File: config.mk
export PLATFORM = sky130hd
export DESIGN_NAME = gtpd_ctrl
export DESIGN_NICKNAME = d
export VERILOG_FILES = /design/src/rtl/gtpd_pkg.sv /design/src/rtl/gtpd_ctrl.sv
export SDC_FILE = /design/constraint.sdc
export NUM_CORES = 1
export LEC_CHECK = 0
export ABC_AREA = 1
export BUFFER_PORTS_ARGS = -buffer_cell sky130_fd_sc_hd__buf_2
export CAP_MARGIN = 20
export CORE_UTILIZATION = 50
export DETAILED_ROUTE_END_ITERATION = 12
export PLACE_DENSITY = 0.72
export SYNTH_ARGS = -nofsm -noshare
export SYNTH_HDL_FRONTEND = slang
export SYNTH_SLANG_ARGS = --single-unit
File: constraint.sdc
create_clock -name clk -period 1.5 [get_ports clk]
set_input_delay 0.225 -clock clk [delete_from_list [all_inputs] [get_ports clk]]
set_output_delay 0.225 -clock clk [all_outputs]
set_load 0.01 [all_outputs]
File: src/rtl/gtpd_pkg.sv
// ----------------------------------------------------------------------------
// gtpd_pkg
// Shared types, constants and elaboration-time tables for the GPS track
// point decimator: fixed-point format, CORDIC tables, datapath commands.
// ----------------------------------------------------------------------------
package gtpd_pkg;

    localparam int ANGLE_FRAC_BITS = 30;
    localparam int CORDIC_STEPS    = 24;
    localparam int SQRT_STEPS      = ANGLE_FRAC_BITS + 1;
    localparam int FX_W            = 36;
    localparam int DEG_W           = 34;
    localparam int MUL_W           = 32;
    localparam int PROD_W          = 2 * MUL_W;
    localparam int CNT_W           = $clog2(SQRT_STEPS);
    localparam int ATAB_IDX_W      = $clog2(CORDIC_STEPS);
    localparam int SRC_W           = 2 * ANGLE_FRAC_BITS + 2;

    typedef logic signed [FX_W-1:0]  fx_t;
    typedef logic signed [DEG_W-1:0] deg_t;
    typedef fx_t atan_tab_t [CORDIC_STEPS];

    localparam longint unsigned PI_Q61 = 64'd7244019458077122842;

    localparam fx_t PI_F = fx_t'((PI_Q61 + (64'd1 << (60 - ANGLE_FRAC_BITS)))
                                 >> (61 - ANGLE_FRAC_BITS));
    localparam fx_t HALF_PI = fx_t'((PI_Q61 + (64'd1 << (61 - ANGLE_FRAC_BITS)))
                                    >> (62 - ANGLE_FRAC_BITS));
    localparam fx_t FX_ONE = fx_t'(64'd1 << ANGLE_FRAC_BITS);
    localparam logic [MUL_W-1:0] DEG_C =
        MUL_W'((PI_Q61 + 64'd900000000) / 64'd1800000000);
    localparam logic [MUL_W-1:0] EARTH_RADIUS_CM = 32'd637100000;
    localparam deg_t DEG_TURN      = 34'sd3600000000;
    localparam deg_t DEG_HALF_TURN = 34'sd1800000000;

    typedef enum logic [1:0] {
        OUT_IGNORED   = 2'd0,
        OUT_TOO_CLOSE = 2'd1,
        OUT_RECORDED  = 2'd2,
        OUT_SEQ_ZERO  = 2'd3
    } outcome_t;

    localparam int REG_MIN_SPACING = 0;

    typedef enum logic [4:0] {
        OP_NONE,
        OP_LOAD,
        OP_WRAP,
        OP_CONV_MUL,
        OP_CONV,
        OP_ROT_INIT,
        OP_ROT_STEP,
        OP_ROT_STORE,
        OP_PROD_MUL,
        OP_PROD_STORE,
        OP_A_SUM,
        OP_SQ_INIT,
        OP_SQ_STEP,
        OP_SQ_STORE,
        OP_VEC_INIT,
        OP_VEC_STEP,
        OP_DIST_MUL,
        OP_DIST_STORE,
        OP_COMMIT
    } dp_op_t;

    typedef struct packed {
        dp_op_t           op;
        logic [1:0]       sel;
        logic [CNT_W-1:0] iter;
    } dp_cmd_t;

    typedef struct packed {
        logic need_seg;
        logic out_busy;
    } dp_status_t;

    function automatic longint unsigned q62_to_qf(longint unsigned v);
        return (v + (64'd1 << (61 - ANGLE_FRAC_BITS))) >> (62 - ANGLE_FRAC_BITS);
    endfunction

    // shift-and-subtract quotient for the elaboration-time tables
    function automatic longint unsigned udiv64(longint unsigned n, longint unsigned d);
        longint unsigned q;
        longint unsigned r;
        q = 64'd0;
        r = 64'd0;
        for (int b = 63; b >= 0; b--)
        begin
            r = {r[62:0], n[b]};
            if (r >= d)
            begin
                r    = r - d;
                q[b] = 1'b1;
            end
        end
        return q;
    endfunction

    // atan(2^-i) by power series in Q62, rounded to the working format
    function automatic atan_tab_t build_atan();
        atan_tab_t tab;
        longint unsigned s;
        longint unsigned t;
        longint unsigned dv;
        int k;
        for (int i = 0; i < CORDIC_STEPS; i++)
        begin
            s = 64'd0;
            if (i == 0)
            begin
                s = PI_Q61 >> 1;
            end
            else
            begin
                for (k = 0; i * (2 * k + 1) <= 62; k++)
                begin
                    dv = 64'(2 * k + 1);
                    t  = udiv64(64'd1 << (62 - i * (2 * k + 1)), dv);
                    if (k[0])
                        s = s - t;
                    else
                        s = s + t;
                end
            end
            tab[i] = fx_t'(q62_to_qf(s));
        end
        return tab;
    endfunction

    function automatic fx_t build_gain();
        longint unsigned p;
        longint unsigned v;
        longint unsigned root;
        longint unsigned rem;
        longint unsigned trial;
        longint unsigned hb;
        longint unsigned lb;
        p = 64'd1 << 62;
        for (int i = 0; i < CORDIC_STEPS; i++)
        begin
            if (2 * i <= 60)
                p = p - udiv64(p, (64'd1 << (2 * i)) + 64'd1);
        end
        v    = q62_to_qf(p);
        root = 64'd0;
        rem  = 64'd0;
        for (int k = ANGLE_FRAC_BITS; k >= 0; k--)
        begin
            hb = (2 * k + 1 >= ANGLE_FRAC_BITS) ?
                 ((v >> (2 * k + 1 - ANGLE_FRAC_BITS)) & 64'd1) : 64'd0;
            lb = (2 * k >= ANGLE_FRAC_BITS) ?
                 ((v >> (2 * k - ANGLE_FRAC_BITS)) & 64'd1) : 64'd0;
            trial = (root << 2) | 64'd1;
            rem   = (rem << 2) | (hb << 1) | lb;
            if (rem >= trial)
            begin
                rem  = rem - trial;
                root = (root << 1) | 64'd1;
            end
            else
            begin
                root = root << 1;
            end
        end
        return fx_t'(root);
    endfunction

    localparam atan_tab_t ATAN_TAB = build_atan();
    localparam fx_t CORDIC_GAIN = build_gain();

endpackage

File: src/rtl/gtpd_ctrl.sv
// ----------------------------------------------------------------------------
// gtpd_ctrl
// Sequencer: steps the datapath through decision, angle conversion, four
// CORDIC rotations, products, two square roots, vectoring and commit.
// ----------------------------------------------------------------------------
module gtpd_ctrl (
    input  logic                 clk,
    input  logic                 rst_n,
    input  logic                 fix_offered,
    output logic                 fix_ready,
    input  gtpd_pkg::dp_status_t status,
    output gtpd_pkg::dp_cmd_t    cmd
);

    typedef enum logic [4:0] {
        S_IDLE, S_DECIDE, S_WRAP, S_CMUL, S_CONV, S_RINIT, S_RSTEP, S_RSTORE,
        S_PMUL, S_PSTORE, S_ASUM, S_SQINIT, S_SQSTEP, S_SQSTORE, S_VINIT,
        S_VSTEP, S_DMUL, S_DSTORE, S_COMMIT
    } state_t;

    localparam logic [gtpd_pkg::CNT_W-1:0] CORDIC_LAST =
        gtpd_pkg::CNT_W'(gtpd_pkg::CORDIC_STEPS - 1);
    localparam logic [gtpd_pkg::CNT_W-1:0] SQRT_LAST =
        gtpd_pkg::CNT_W'(gtpd_pkg::SQRT_STEPS - 1);
    localparam logic [1:0] SEL_LAST_ANGLE = 2'd3;
    localparam logic [1:0] SEL_LAST_ROOT  = 2'd1;

    state_t                       state_reg, state_next;
    logic [1:0]                   sel_reg, sel_next;
    logic [gtpd_pkg::CNT_W-1:0]   cnt_reg, cnt_next;

    assign fix_ready = (state_reg == S_IDLE);

    always_comb
    begin
        state_next = state_reg;
        sel_next   = sel_reg;
        cnt_next   = cnt_reg;
        cmd.op     = gtpd_pkg::OP_NONE;
        cmd.sel    = sel_reg;
        cmd.iter   = cnt_reg;
        unique case (state_reg)
            S_IDLE:
            begin
                if (fix_offered)
                begin
                    cmd.op     = gtpd_pkg::OP_LOAD;
                    state_next = S_DECIDE;
                end
            end
            S_DECIDE:
            begin
                sel_next   = 2'd0;
                state_next = status.need_seg ? S_WRAP : S_COMMIT;
            end
            S_WRAP:
            begin
                cmd.op     = gtpd_pkg::OP_WRAP;
                state_next = S_CMUL;
            end
            S_CMUL:
            begin
                cmd.op     = gtpd_pkg::OP_CONV_MUL;
                state_next = S_CONV;
            end
            S_CONV:
            begin
                cmd.op     = gtpd_pkg::OP_CONV;
                state_next = S_RINIT;
            end
            S_RINIT:
            begin
                cmd.op     = gtpd_pkg::OP_ROT_INIT;
                cnt_next   = '0;
                state_next = S_RSTEP;
            end
            S_RSTEP:
            begin
                cmd.op = gtpd_pkg::OP_ROT_STEP;
                if (cnt_reg == CORDIC_LAST)
                    state_next = S_RSTORE;
                else
                    cnt_next = cnt_reg + 1'b1;
            end
            S_RSTORE:
            begin
                cmd.op = gtpd_pkg::OP_ROT_STORE;
                if (sel_reg == SEL_LAST_ANGLE)
                begin
                    sel_next   = 2'd0;
                    state_next = S_PMUL;
                end
                else
                begin
                    sel_next   = sel_reg + 1'b1;
                    state_next = S_WRAP;
                end
            end
            S_PMUL:
            begin
                cmd.op     = gtpd_pkg::OP_PROD_MUL;
                state_next = S_PSTORE;
            end
            S_PSTORE:
            begin
                cmd.op = gtpd_pkg::OP_PROD_STORE;
                if (sel_reg == SEL_LAST_ANGLE)
                    state_next = S_ASUM;
                else
                begin
                    sel_next   = sel_reg + 1'b1;
                    state_next = S_PMUL;
                end
            end
            S_ASUM:
            begin
                cmd.op     = gtpd_pkg::OP_A_SUM;
                sel_next   = 2'd0;
                state_next = S_SQINIT;
            end
            S_SQINIT:
            begin
                cmd.op     = gtpd_pkg::OP_SQ_INIT;
                cnt_next   = '0;
                state_next = S_SQSTEP;
            end
            S_SQSTEP:
            begin
                cmd.op = gtpd_pkg::OP_SQ_STEP;
                if (cnt_reg == SQRT_LAST)
                    state_next = S_SQSTORE;
                else
                    cnt_next = cnt_reg + 1'b1;
            end
            S_SQSTORE:
            begin
                cmd.op = gtpd_pkg::OP_SQ_STORE;
                if (sel_reg == SEL_LAST_ROOT)
                    state_next = S_VINIT;
                else
                begin
                    sel_next   = sel_reg + 1'b1;
                    state_next = S_SQINIT;
                end
            end
            S_VINIT:
            begin
                cmd.op     = gtpd_pkg::OP_VEC_INIT;
                cnt_next   = '0;
                state_next = S_VSTEP;
            end
            S_VSTEP:
            begin
                cmd.op = gtpd_pkg::OP_VEC_STEP;
                if (cnt_reg == CORDIC_LAST)
                    state_next = S_DMUL;
                else
                    cnt_next = cnt_reg + 1'b1;
            end
            S_DMUL:
            begin
                cmd.op     = gtpd_pkg::OP_DIST_MUL;
                state_next = S_DSTORE;
            end
            S_DSTORE:
            begin
                cmd.op     = gtpd_pkg::OP_DIST_STORE;
                state_next = S_COMMIT;
            end
            S_COMMIT:
            begin
                // hold until the output register is free
                if (!status.out_busy)
                begin
                    cmd.op     = gtpd_pkg::OP_COMMIT;
                    state_next = S_IDLE;
                end
            end
            default:
            begin
                state_next = S_IDLE;
            end
        endcase
    end

    always_ff @(posedge clk or negedge rst_n)
    begin
        if (!rst_n)
        begin
            state_reg <= S_IDLE;
            sel_reg   <= 2'd0;
            cnt_reg   <= '0;
        end
        else
        begin
            state_reg <= state_next;
            sel_reg   <= sel_next;
            cnt_reg   <= cnt_next;
        end
    end

endmodule

==> run_results.csv <==
group,metric,value,unit
outcome,status,"finished, violations left",
outcome,violations,"setup timing",
detailed_routing,avgViaCountPerCell,6.213,
global_routing,antenna_found_initial,0,
synth,mappedNetlistNets,185,
placed_design,routabilityCongestion,1.011,
timing,tightest_slew,356.7,ps
clock_network,clkTransAtPathRegs,90,ps
min_path,hold_path_class,"in2reg",
die,start_util,0.5539,
synth,ys_types,22,
clock_network,tritoncts,"yes",
timing,clock.fmax,521.9,MHz
detailed_routing,drc,0,
detailed_routing,drt-initial-drc-count,160,
detailed_routing,wl_per_cell,19.68,um
worst_setup_path,cp-start-kind,"flip-flop",
timing,grt_setup_unrepaired,"true",
placed_design,io_buffers,17,
power_and_ir_drop,vdd_drop_max,420.3,uV
synth,synthCells,176,
global_routing,grt_max_degree,13,
synth,postSynthAreaPerCell,6.427,um2
worst_setup_path,cp.required,1270,ps
timing,min_period,1916,ps
global_routing,use_met2,0.5878,
die,core_area,2042,um2
timing,hold_viol,0,
clock_network,htree_levels,1,
power_and_ir_drop,powerDensity,350.5,nW/um2
clock_network,root_buffer,"clkbuf_4",
worst_setup_path,worstPathMaxFanout,5,
detailed_routing,firstDrtPassIters,6,
final_layout,most-common-layout-cells,"nand2_1 (42), buf_4 (39), nor2_1 (19)",
die,die_h,49.56,um
timing,hold_ws,292.5,ps
clock_network,cts_buffers,3,
global_routing,grt_use_total,0.3944,
final_layout,nets,251,
final_layout,drive_gt1_frac,0.4896,
clock_network,cts_sinks,12,
final_layout,area_growth,56.75,%
timing,fin_ws,-416.1,ps
timing,slew_headroom,0.7622,
die,io_pins,18,
power_and_ir_drop,leakagePower,0.9961,nW
worst_setup_path,worstPathArrival,1690,ps
flow_run,max-cap-violations,0,
clock_network,clock_latency,290,ps
global_routing,grt_pass1_vias,1524,
global_routing,grt_pass1_wl,7.196,mm
detailed_routing,wl,5.275,mm
detailed_routing,vias,1665,
detailed_routing,ant_nets,0,
timing,setup_viol,17,
die,dieArea,2456,um2
global_routing,grt-ovfl-total,0,
timing,maxSlewViolCount,0,
global_routing,grtUsageMet3,0.07099,
placed_design,hpwlAfterDp,2.660,mm
final_layout,final_common_cell,"nand2_1",
timing,clock_skew,6.814,ps
synth,synth-seq-cells,12,
global_routing,grt_busiest_layer,"met2",
final_layout,post-route-util,0.8683,
timing,tns,-4091,ps
placed_design,place_area,1430,um2
synth,synth-seq-area-share,0.2655,
die,die_x,49.56,um
synth,synth_area,1131,um2
final_layout,fill_cells,106,
worst_setup_path,end_kind,"output port",
placed_design,pre_cts_slack,-29.37,ps
final_layout,diodes,0,
worst_setup_path,crit_type,"reg2out",
clock_network,cts.path.max_buffers,2,
timing,fin_crit_sh,1.277,
die,rows,16,
synth,yosys_warnings,0,
final_layout,finalInstanceArea,1773,um2
global_routing,met1_usage,0.5019,
## area by class of cell
class / count / area (um2) / share of cell area
Clock buffer: 4 / 36.28 / 0.02047
Timing Repair Buffer: 63 / 455.4 / 0.2569
Multi-Input combinational cell: 143 / 858.3 / 0.4841
Sequential cell: 12 / 305.3 / 0.1722
Tap cell: 27 / 33.78 / 0.01905
Inverter: 19 / 83.83 / 0.04728
## critical path, cell delays in order, from the launching register on
cell and delay, ps:
dfrtp_2 480, buf_6 150, inv_4 80, nor2_4 70
nand2_4 90, nand4_1 120, a21oi_1 170, nand2_1 90
buf_2 140
## cell usage after synthesis
library cell,number,area share
nor2_4,5,0.050
o21ai_0,5,0.022
buf_6,2,0.020
xnor2_1,1,0.0077
nand3_2,3,0.027
nand3_1,17,0.075
or2_2,1,0.0055
nand2_1,52,0.17
a21oi_1,6,0.027
nand4_1,7,0.039
nor3_1,2,0.0088
inv_2,7,0.023
nor2_1,23,0.076
nor2_2,3,0.017
o21ai_1,2,0.0088
ha_1,4,0.044
xor2_1,2,0.015
o211ai_1,1,0.0066
inv_1,12,0.040
and2_1,1,0.0055
dfrtp_1,12,0.27
nand2_2,8,0.044
## what timing repair did
action                     4_1_cts  5_1_grt
pin swaps                       13        9
hold endpoints to repair        12        0
resized for setup               32       16
setup endpoints to repair       17       17
setup buffers                   13        5
hold buffers                     1        0
## worst paths after layout
check / startpoint / to / slack [ps] / cells past startpoint
worst max-delay path: state_reg[0] / cmd[7] / -420 / 8
worst min-delay path: status[1] / state_reg[4] / 290 / 4
worst max register to register: state_reg[0] / state_reg[0] / -230 / 10
worst min register to register: sel_reg[1] / sel_reg[1] / 560 / 2
max in group asynchronous: rst_n / state_reg[0] / 880 / 2
min in group asynchronous: rst_n / state_reg[4] / 350 / 2
## power breakdown
group          total [mW]  internal [mW]  switching (mW)
registers           0.323          0.323               0
logic              0.0161        0.00580          0.0103
clock network       0.282          0.148           0.134
total               0.621          0.477           0.145
## layer usage
metal / part of all wire / vias up
li1: - / 694
met1: 0.36 / 754
met2: 0.43 / 159
met3: 0.14 / 58
met4: 0.069 / 0
met5: 0 / -
## per-stage QoR
| stage | instances | power, mW |
|---|---|---|
| 2_1_floorplan | 176 | 0.3307 |
| 3_3_place_gp | 245 | 0.3426 |
| 3_5_place_dp | 245 | 0.3431 |
| 4_1_cts | 263 | 0.6175 |
| 5_1_grt | 268 | 0.6332 |
| 6_report | 268 | 0.6215 |
## cell families (layout without fill, tap and decap cells)
family                   Yosys count  after routing  share of synthesized area
AND/OR/NAND/NOR                  122            122                     0.5199
buffers and inverters             21             86                    0.08296
AO/OA/AOI/OAI                     14             14                    0.06416
flip-flops                        12             12                     0.2655
adder cells (fa/ha/maj)            4              4                    0.04425
XOR/XNOR                           3              3                    0.02323
(Power assumes the default switching activity.)
